**config.mk**
```make
export PLATFORM = sky130hd
export DESIGN_NAME = best_fit_allocator_coalescing_core
export DESIGN_NICKNAME = d
export VERILOG_FILES = /design/src/hdl/bfa_pkg.sv /design/src/hdl/best_fit_allocator_coalescing_core.sv /design/src/hdl/bfa_ram.sv
export VERILOG_INCLUDE_DIRS = /design/src /design/src/hdl
export SDC_FILE = /design/constraint.sdc
export NUM_CORES = 2
export LEC_CHECK = 0
export ABC_CLOCK_PERIOD_IN_PS = 4450
export BUFFER_PORTS_ARGS = -buffer_cell sky130_fd_sc_hd__buf_2
export CORE_ASPECT_RATIO = 1.1
export CORE_UTILIZATION = 30
export CTS_CLUSTER_SIZE = 40
export DETAILED_ROUTE_END_ITERATION = 12
export GPL_TIMING_DRIVEN = 0
export PLACE_DENSITY = 0.52
export SLEW_MARGIN = 10
export SYNTH_ARGS = -nofsm -noshare
export SYNTH_HDL_FRONTEND = slang
export SYNTH_SLANG_ARGS = --single-unit
```
**constraint.sdc**
```tcl
create_clock -name clk -period 4.45 [get_ports clk]
set_clock_uncertainty 0.15 [all_clocks]
set_input_delay 0.2225 -clock clk [delete_from_list [all_inputs] [get_ports clk]]
set_output_delay 0.2225 -clock clk [all_outputs]
set_load 0.1 [all_outputs]
```
**src/hdl/assert_macros.svh**
```systemverilog
// Assertion macros shared by the allocator RTL.
// Define NO_ASSERTIONS to compile them out.
`ifndef ASSERT_MACROS_SVH
`define ASSERT_MACROS_SVH
`ifndef NO_ASSERTIONS
`define ASSERT_IMPL(lbl, clk, rst, prop, msg) \
  lbl: assert property (@(posedge clk) disable iff (rst) (prop)) else $error(msg);
`define ASSERT_NORST(lbl, clk, prop, msg) \
  lbl: assert property (@(posedge clk) (prop)) else $error(msg);
`else
`define ASSERT_IMPL(lbl, clk, rst, prop, msg)
`define ASSERT_NORST(lbl, clk, prop, msg)
`endif
`endif

```
**src/hdl/bfa_pkg.sv**
```systemverilog
// Package for the best-fit allocator: sizes, status codes, payload types.
// No dependencies.
package bfa_pkg;
  localparam int SLOTS = 16;
  localparam int IDX_W = $clog2(SLOTS);
  localparam int CNT_W = IDX_W + 1;
  localparam int ADDR_W = 20;
  localparam int LEN_W = ADDR_W + 1;
  localparam int ENT_W = ADDR_W + LEN_W;

  localparam logic [1:0] ST_OK = 2'd0;
  localparam logic [1:0] ST_NOFIT = 2'd1;
  localparam logic [1:0] ST_FULL = 2'd2;
  localparam logic [1:0] ST_UNKNOWN = 2'd3;

  localparam logic OP_ALLOC = 1'b0;
  localparam logic OP_FREE = 1'b1;

  typedef struct packed {
    logic opcode;
    logic [LEN_W-1:0] req_size;
    logic [ADDR_W-1:0] free_addr;
  } req_t;

  typedef struct packed {
    logic [ADDR_W-1:0] result_addr;
    logic [1:0] status;
    logic [LEN_W-1:0] freed_size;
  } rsp_t;

  // one region entry: base and length
  typedef struct packed {
    logic [ADDR_W-1:0] base;
    logic [LEN_W-1:0] len;
  } ent_t;
endpackage

```
**src/hdl/best_fit_allocator_coalescing_core.sv**
```systemverilog
// Best-fit allocator with coalescing free list; tables in two RAMs.
// One request at a time (busy high while working); results are a one-cycle strobe.
// Synchronous reset sets up a pool of 65536 and each cfg_we write one of cfg_data,
// saturated at 1 << ADDR_W (counts and the first free-table entry); result
// receiver cannot stall.
`include "assert_macros.svh"
module best_fit_allocator_coalescing_core
  import bfa_pkg::*;
(
  input  logic                clk,
  input  logic                rst,
  input  logic                start,
  input  req_t                req,
  output logic                busy,
  input  logic                cfg_we,
  input  logic [LEN_W-1:0]    cfg_data,
  output logic                done,
  output rsp_t                rsp
);
  localparam logic [3:0] S_IDLE = 4'd0, S_AF_RD = 4'd1, S_AF_CMP = 4'd2,
    S_A_WR = 4'd3, S_SHL_RD = 4'd4, S_SHL_WR = 4'd5, S_U_RD = 4'd6,
    S_U_CMP = 4'd7, S_FP_RD = 4'd8, S_FP_CMP = 4'd9, S_FN_WAIT = 4'd10,
    S_F_DEC = 4'd11, S_SHR_RD = 4'd12, S_SHR_WR = 4'd13, S_UL_RD = 4'd14,
    S_DONE = 4'd15;

  logic [3:0] state;
  logic [CNT_W-1:0] free_count, used_count, idx;
  logic op;
  logic [LEN_W-1:0] rq;
  logic [ADDR_W-1:0] fa;
  logic found;
  logic [IDX_W-1:0] best;
  ent_t best_ent, prev_ent, next_ent;
  logic [LEN_W-1:0] ulen;
  logic [IDX_W-1:0] uidx;
  logic [CNT_W-1:0] pos;
  logic has_prev;
  logic [1:0] st;
  logic [ADDR_W-1:0] raddr_out;
  logic rm_after;

  logic f_we, u_we;
  logic [IDX_W-1:0] f_wa, f_ra, u_wa, u_ra;
  ent_t f_wd, f_rd, u_wd, u_rd;

  bfa_ram #(.WIDTH(ENT_W), .DEPTH(SLOTS)) u_free (
    .clk(clk), .we(f_we), .waddr(f_wa), .wdata(f_wd), .raddr(f_ra), .rdata(f_rd));
  bfa_ram #(.WIDTH(ENT_W), .DEPTH(SLOTS)) u_used (
    .clk(clk), .we(u_we), .waddr(u_wa), .wdata(u_wd), .raddr(u_ra), .rdata(u_rd));

  assign busy = (state != S_IDLE);

  logic [LEN_W-1:0] cfg_sat;
  assign cfg_sat = (cfg_data > LEN_W'(1 << ADDR_W)) ? LEN_W'(1 << ADDR_W) : cfg_data;

  // read address follows the scan index; the upward shift reads one slot below, the last-used read the top used slot
  always_comb begin
    f_ra = idx[IDX_W-1:0];
    u_ra = idx[IDX_W-1:0];
    if (state == S_SHR_RD) f_ra = IDX_W'(idx - 1'b1);
    if (state == S_UL_RD) u_ra = IDX_W'(used_count - 1'b1);
  end

  always_ff @(posedge clk) begin
    f_we <= 1'b0;
    u_we <= 1'b0;
    done <= 1'b0;
    if (rst) begin
      state <= S_IDLE;
      free_count <= CNT_W'(1);
      used_count <= '0;
      f_we <= 1'b1;
      f_wa <= '0;
      f_wd <= '{base: '0, len: LEN_W'(65536)};
    end else if (cfg_we) begin
      free_count <= (cfg_sat == '0) ? '0 : CNT_W'(1);
      used_count <= '0;
      f_we <= 1'b1;
      f_wa <= '0;
      f_wd <= '{base: '0, len: cfg_sat};
    end else begin
      case (state)
        S_IDLE: begin
          if (start) begin
            op <= req.opcode;
            rq <= req.req_size;
            fa <= req.free_addr;
            idx <= '0;
            found <= 1'b0;
            raddr_out <= '0;
            if (req.opcode == OP_ALLOC) begin
              if (req.req_size == '0) begin
                st <= ST_NOFIT;
                state <= S_DONE;
              end else begin
                state <= S_AF_RD;
              end
            end else begin
              state <= S_U_RD;
            end
          end
        end
        // best-fit scan: read then compare
        S_AF_RD: begin
          if (idx >= free_count) begin
            if (!found) begin
              st <= ST_NOFIT; state <= S_DONE;
            end else if (used_count >= CNT_W'(SLOTS)) begin
              st <= ST_FULL; state <= S_DONE;
            end else begin
              state <= S_A_WR;
            end
          end else begin
            state <= S_AF_CMP;
          end
        end
        S_AF_CMP: begin
          if (f_rd.len >= rq && (!found || f_rd.len < best_ent.len)) begin
            found <= 1'b1;
            best <= idx[IDX_W-1:0];
            best_ent <= f_rd;
          end
          idx <= idx + 1'b1;
          state <= S_AF_RD;
        end
        // record used region and carve the free one
        S_A_WR: begin
          u_we <= 1'b1;
          u_wa <= used_count[IDX_W-1:0];
          u_wd <= '{base: best_ent.base, len: rq};
          used_count <= used_count + 1'b1;
          raddr_out <= best_ent.base;
          st <= ST_OK;
          if (best_ent.len == rq) begin
            idx <= CNT_W'(best) + 1'b1;
            state <= S_SHL_RD;
          end else begin
            f_we <= 1'b1;
            f_wa <= best;
            f_wd <= '{base: best_ent.base + rq[ADDR_W-1:0], len: best_ent.len - rq};
            state <= S_DONE;
          end
        end
        // delete: shift entries down one slot
        S_SHL_RD: begin
          if (idx >= free_count) begin
            free_count <= free_count - 1'b1;
            state <= (op == OP_FREE) ? S_UL_RD : S_DONE;
          end else begin
            state <= S_SHL_WR;
          end
        end
        S_SHL_WR: begin
          f_we <= 1'b1;
          f_wa <= IDX_W'(idx - 1'b1);
          f_wd <= f_rd;
          idx <= idx + 1'b1;
          state <= S_SHL_RD;
        end
        // free: look up used table
        S_U_RD: begin
          if (idx >= used_count) begin
            st <= ST_UNKNOWN; state <= S_DONE;
          end else begin
            state <= S_U_CMP;
          end
        end
        S_U_CMP: begin
          if (u_rd.base == fa) begin
            uidx <= idx[IDX_W-1:0];
            ulen <= u_rd.len;
            idx <= '0;
            has_prev <= 1'b0;
            state <= S_FP_RD;
          end else begin
            idx <= idx + 1'b1;
            state <= S_U_RD;
          end
        end
        // find insertion point; remember predecessor
        S_FP_RD: begin
          if (idx >= free_count) begin
            pos <= idx;
            state <= S_F_DEC;
          end else begin
            state <= S_FP_CMP;
          end
        end
        S_FP_CMP: begin
          if (f_rd.base < fa) begin
            prev_ent <= f_rd;
            has_prev <= 1'b1;
            idx <= idx + 1'b1;
            state <= S_FP_RD;
          end else begin
            pos <= idx;
            next_ent <= f_rd;
            state <= S_FN_WAIT;
          end
        end
        S_FN_WAIT: state <= S_F_DEC;
        // merge decision
        S_F_DEC: begin
          logic jp, jn;
          logic [ADDR_W:0] pend, nend;
          pend = {1'b0, prev_ent.base} + prev_ent.len;
          nend = {1'b0, fa} + ulen;
          jp = has_prev && (pend == {1'b0, fa});
          jn = (pos < free_count) && (nend == {1'b0, next_ent.base});
          if (jp && jn) begin
            st <= ST_OK;
            f_we <= 1'b1;
            f_wa <= IDX_W'(pos - 1'b1);
            f_wd <= '{base: prev_ent.base, len: prev_ent.len + ulen + next_ent.len};
            idx <= pos + 1'b1;
            state <= S_SHL_RD;
          end else if (jp) begin
            st <= ST_OK;
            f_we <= 1'b1;
            f_wa <= IDX_W'(pos - 1'b1);
            f_wd <= '{base: prev_ent.base, len: prev_ent.len + ulen};
            state <= S_UL_RD;
          end else if (jn) begin
            st <= ST_OK;
            f_we <= 1'b1;
            f_wa <= pos[IDX_W-1:0];
            f_wd <= '{base: fa, len: next_ent.len + ulen};
            state <= S_UL_RD;
          end else if (free_count >= CNT_W'(SLOTS)) begin
            st <= ST_FULL;
            state <= S_DONE;
          end else begin
            st <= ST_OK;
            idx <= free_count;
            state <= S_SHR_RD;
          end
        end
        // insert: shift entries up from the top
        S_SHR_RD: begin
          if (idx == pos) begin
            f_we <= 1'b1;
            f_wa <= pos[IDX_W-1:0];
            f_wd <= '{base: fa, len: ulen};
            free_count <= free_count + 1'b1;
            state <= S_UL_RD;
          end else begin
            idx <= idx - 1'b1;
            state <= S_SHR_WR;
          end
        end
        S_SHR_WR: begin
          f_we <= 1'b1;
          f_wa <= IDX_W'(idx + 1'b1);
          f_wd <= f_rd;
          state <= S_SHR_RD;
        end
        // move last used entry into the hole
        S_UL_RD: begin
          if (rm_after) begin
            u_we <= 1'b1;
            u_wa <= uidx;
            u_wd <= u_rd;
            used_count <= used_count - 1'b1;
            state <= S_DONE;
          end
        end
        S_DONE: begin
          done <= 1'b1;
          rsp.result_addr <= (st == ST_OK && op == OP_ALLOC) ? raddr_out : '0;
          rsp.status <= st;
          rsp.freed_size <= (st == ST_OK && op == OP_FREE) ? ulen : '0;
          state <= S_IDLE;
        end
        default: state <= S_IDLE;
      endcase
    end
  end

  // the last-used read is registered; rm_after marks when its data is valid
  always_ff @(posedge clk) begin
    if (rst) rm_after <= 1'b0;
    else rm_after <= (state == S_UL_RD) && !rm_after;
  end

  `ASSERT_IMPL(a_cnt_free, clk, rst, free_count <= CNT_W'(SLOTS), "free count overflow")
  `ASSERT_IMPL(a_cnt_used, clk, rst, used_count <= CNT_W'(SLOTS), "used count overflow")
  `ASSERT_IMPL(a_done_idle, clk, rst, done |-> state == S_IDLE, "result outside idle")
  `ASSERT_IMPL(a_start_busy, clk, rst, (start && !busy && !cfg_we) |=> busy, "start not taken")
endmodule

```
**src/hdl/bfa_ram.sv**
```systemverilog
// Generic single-port-write, single-port-read RAM with registered read.
// No dependencies.
module bfa_ram #(
  parameter int WIDTH = 8,
  parameter int DEPTH = 16
) (
  input  logic                     clk,
  input  logic                     we,
  input  logic [$clog2(DEPTH)-1:0] waddr,
  input  logic [WIDTH-1:0]         wdata,
  input  logic [$clog2(DEPTH)-1:0] raddr,
  output logic [WIDTH-1:0]         rdata
);
  logic [WIDTH-1:0] mem [DEPTH];

  // write then registered read
  always_ff @(posedge clk) begin
    if (we) begin
      mem[waddr] <= wdata;
    end
    rdata <= mem[raddr];
  end
endmodule

```
==> out/metrics.yaml <==
run_status:
  outcome: "complete, but fails checks"
  violations: "negative setup slack"
route:
  first_pass_iters: 6
  via_count: 51103
  drc: 0
  drt-met1-wl_mm: 108.5
  drtIter0Drc: 5028
  routed_via_density: 5.287
  wl_mm: 270.4
  postRouteAntennaNets: 0
  top_layer_used: "met5"
  met3_length_mm: 15.99
  wl_per_cell_um: 27.98
  route.met2.wl_mm: 130.1
sta:
  post-route-period-util_pct: 108.5
  rsz0062_at_grt: "yes"
  period_needed_ns: 4.829
  slew_headroom_pct: 13.98
  final_hold_viol_count: 0
  drv_slew: 0
  fin_ws_ns: -0.3786
  finalSetupViolations: 16
  fmax_mhz: 207.1
  fin_tns_setup_ns: -2.659
  tightest_slew_ns: 1.286
yosys:
  synthArstFlopShare_pct: 0
  ys_seq_elements: 1773
  yosys.area.top_type: "edfxtp_1"
  synth_cell_type_count: 90
  synth_area_leaders: "edfxtp_1 63%, mux4_2 6.0%, nand2_1 4.2%"
  syn-num-nets: 5809
  synth_flop_cell: "edfxtp_1"
  syn_area_sq_um: 77250
  synth_edf_count: 1628
  syn_inst: 5510
  ys_warn_count: 0
  avgSynthCellArea_sq_um: 14.02
  synth_top_area_share_pct: 63.29
  seq_area_frac_synth_pct: 67.04
clock_tree:
  cts_buffers: 187
  tritoncts: "built"
  cts.path.max_buffers: 3
  htree_levels: 4
  clockRootBuffer: "clkbuf_16"
  clk_latency_ns: 0.85
  cts_sinks: 1773
  path_clk_slew_ns: 0.06
setup_path:
  cp_max_fo: 7
  end_kind: "register"
  cp_top_family: "simple AND/OR/NAND/NOR gates"
  worstRegToRegCells: 12
  crit_path_frequent_cell: "or4_4"
  worst-path-buf-inv: 0
  critPathLaunchType: "register"
  r2r_slack_ns: -0.38
  slowest_stage: "edfxtp_1"
  arrival_ns: 5.40
  cp_data_required_time_ns: 5.02
  critical_path_class: "register to register"
  max_stage_delay_ns: 0.55
  reg2reg_from: "prev_ent[18]"
  cp_cell_sequence: "ha_1, xnor2_1, o32ai_1, a22oi_1, nand4_1, or4_4, or4_4, or4_1, or4_4, mux2_4, a221oi_4, a21oi_1"
  timing.rr.end: "f_wd[37]"
power_and_ir_drop:
  p_leak_nw: 31.82
  total_power_mw: 38.42
  power_density_nw_per_um2: 409.6
  peakVddDrop_v: 0.0003754
floorplan:
  boundaryPins: 112
  die_h_um: 534.2
  dieWidth_um: 485.8
  core_area_sq_um: 256200
  rows: 195
  start_util_pct: 30.15
  fp.dieArea_sq_um: 259500
global_route:
  track_usage_pct: 20.37
  antenna_found_initial: 12
  grt_pass1_wl_mm: 376.6
  grt_overflow: 0
  grt_max_degree: 35
  grt_pass1_vias: 50214
placement:
  place_congestion: 0.9612
  port-buffer-count: 110
  dpl.hpwl_mm: 195.1
worst_hold_path:
  hold_class: "input port to register"
  whs_endpoint: "fa[9]"
  worstHoldPathCells: 2
  hp-start: "req[9]"
finish:
  drive_gt1_share_pct: 18.51
  area_growth_pct: 21.43
  n_fill_cell: 24467
  finalNetCount: 6446
flow_run:
  drv_cap: 0
per-layer routing:
metal / up-vias / track usage [%]
met1: 26166 / 25.65
met3: 499 / 2.819
met5: - / 0
met4: 2 / 10.59
li1: 22503 / -
met2: 1933 / 34.02
cell type report:
class / count / area [sq um] / area share, %
repair buffers: 459 / 4677 / 4.986
flip-flops and latches: 1773 / 51790 / 55.21
clock inverters: 97 / 978.4 / 1.043
multi-input cells: 3338 / 25220 / 26.88
inverters: 121 / 454.2 / 0.4842
well taps: 3349 / 4190 / 4.467
diodes: 6 / 15.01 / 0.01601
plain buffers: 267 / 1305 / 1.391
clock buffers: 255 / 5180 / 5.522
worst reg2reg max path: stages, from the launching register on:
cell and delay [ns]:
edfxtp_1 0.55, ha_1 0.51, xnor2_1 0.31, o32ai_1 0.19, a22oi_1 0.18, nand4_1 0.13
or4_4 0.53, or4_4 0.41, or4_1 0.39, or4_4 0.49, mux2_4 0.34, a221oi_4 0.40
a21oi_1 0.12
cells in the mapped netlist, drive strengths merged (8+ instances only):
| master | count |
|---|---|
| mux4 | 205 |
| a2111oi | 11 |
| a31oi | 59 |
| o31ai | 15 |
| dfxtp | 145 |
| nor2 | 193 |
| a211oi | 35 |
| nor4 | 36 |
| and2 | 72 |
| xor2 | 75 |
| nand4 | 39 |
| and3 | 96 |
| nor2b | 26 |
| o21a | 33 |
| o21ai | 209 |
| edfxtp | 1628 |
| a32oi | 10 |
| o211ai | 23 |
| clkbuf | 243 |
| nor3 | 70 |
| a21o | 56 |
| fa | 8 |
| o2111ai | 10 |
| a222oi | 19 |
| ha | 224 |
| xnor2 | 112 |
| a21oi | 207 |
| buf | 35 |
| a311oi | 129 |
| o21bai | 18 |
| mux2i | 33 |
| a221oi | 18 |
| nand2b | 40 |
| nand2 | 871 |
| nand3 | 225 |
| a22oi | 16 |
| inv | 120 |
| or3 | 15 |
| mux2 | 14 |
per-stage QoR:
| stage | hold WS (ns) | utilization [%] | area, sq um | cells | setup slack [ns] |
|---|---|---|---|---|---|
| 2_1_floorplan | 0.1714 | - | 77250 | 5510 | 0.04103 |
| 3_3_place_gp | 0.2537 | 32.00 | 81990 | 8969 | -4.092 |
| 3_5_place_dp | 0.2521 | 32.77 | 83950 | 9073 | -1.993 |
| 4_1_cts | 0.002359 | 36.25 | 92870 | 9622 | -0.5110 |
| 5_1_grt | 0.01382 | 36.61 | 93800 | 9661 | -0.4768 |
| 6_report | 0.01703 | 36.62 | 93810 | 9665 | -0.3786 |
cells in the final DEF (no fill, tap or decap), drive strengths merged, types with 15 or more instances in the layout:
| cell | count |
|---|---|
| o21bai | 18 |
| a22oi | 16 |
| a21oi | 207 |
| o21ai | 209 |
| a211oi | 35 |
| edfxtp | 1628 |
| nand4 | 39 |
| and2 | 72 |
| a31oi | 59 |
| dfxtp | 145 |
| clkinv | 66 |
| xnor2 | 112 |
| o21a | 33 |
| mux2i | 33 |
| o211ai | 23 |
| inv | 129 |
| o31ai | 15 |
| nor2 | 193 |
| nand2 | 871 |
| clkbuf | 485 |
| a221oi | 18 |
| xor2 | 75 |
| mux4 | 205 |
| ha | 224 |
| dlygate4sd3 | 93 |
| a222oi | 19 |
| nand2b | 40 |
| nor4 | 36 |
| nor3 | 70 |
| a311oi | 129 |
| and3 | 96 |
| a21o | 56 |
| nand3 | 225 |
| nor2b | 26 |
| or3 | 15 |
| buf | 402 |
registers in the layout (all words and copies together) (netlist names), 41 cells and up:
name,count
f_wd,41
prev_ent,41
next_ent,41
u_wd,41
u_free.rdata,41
best_ent,41
u_used.mem,656
rsp,43
u_free.mem,656
u_used.rdata,41
kinds of logic (layout without fill, tap and decap cells):
group / count (synthesis) / count (layout) / share of synthesized area (%)
buffers and inverters: 399 / 1199 / 1.976
AOI/OAI and AO/OA: 949 / 949 / 8.345
muxes: 252 / 252 / 6.613
adders and majority gates: 232 / 232 / 3.835
other: 0 / 6 / 0
DFF: 1773 / 1773 / 67.04
and+or+nand+nor: 1718 / 1718 / 10.07
xor gates and xnor gates: 187 / 187 / 2.120
where the power goes:
part	total [mW]	internal [mW]	switching, mW
sequential	19.1	18.5	0.606
clock	15.8	9.01	6.75
combinational	3.52	1.29	2.23
total	38.4	28.8	9.58
worst max-delay path by stage:
stage / startpoint / end / slack (ns) / cells after the start
after floorplan: state[2] / rsp[0] / 0.04 / 3
after global placement: f_we / u_free.mem[0][31] / -4.09 / 2
after detailed placement: ulen[0] / f_wd[19] / -1.99 / 14
after CTS: prev_ent[0] / f_wd[4] / -0.51 / 15
after global routing: ulen[13] / f_wd[20] / -0.48 / 18
final: prev_ent[18] / f_wd[37] / -0.38 / 12
what timing repair did:
| action | CTS | global route |
|---|---|---|
| hold buffers | 93 | 0 |
| cloned | 0 | 3 |
| hold endpoints to repair | 93 | 0 |
| setup buffers | 107 | 42 |
| endpoints found under the setup margin | 142 | 127 |
| gates resized for setup | 224 | 153 |
| pin swaps | 67 | 65 |
(Power assumes the default switching activity.)
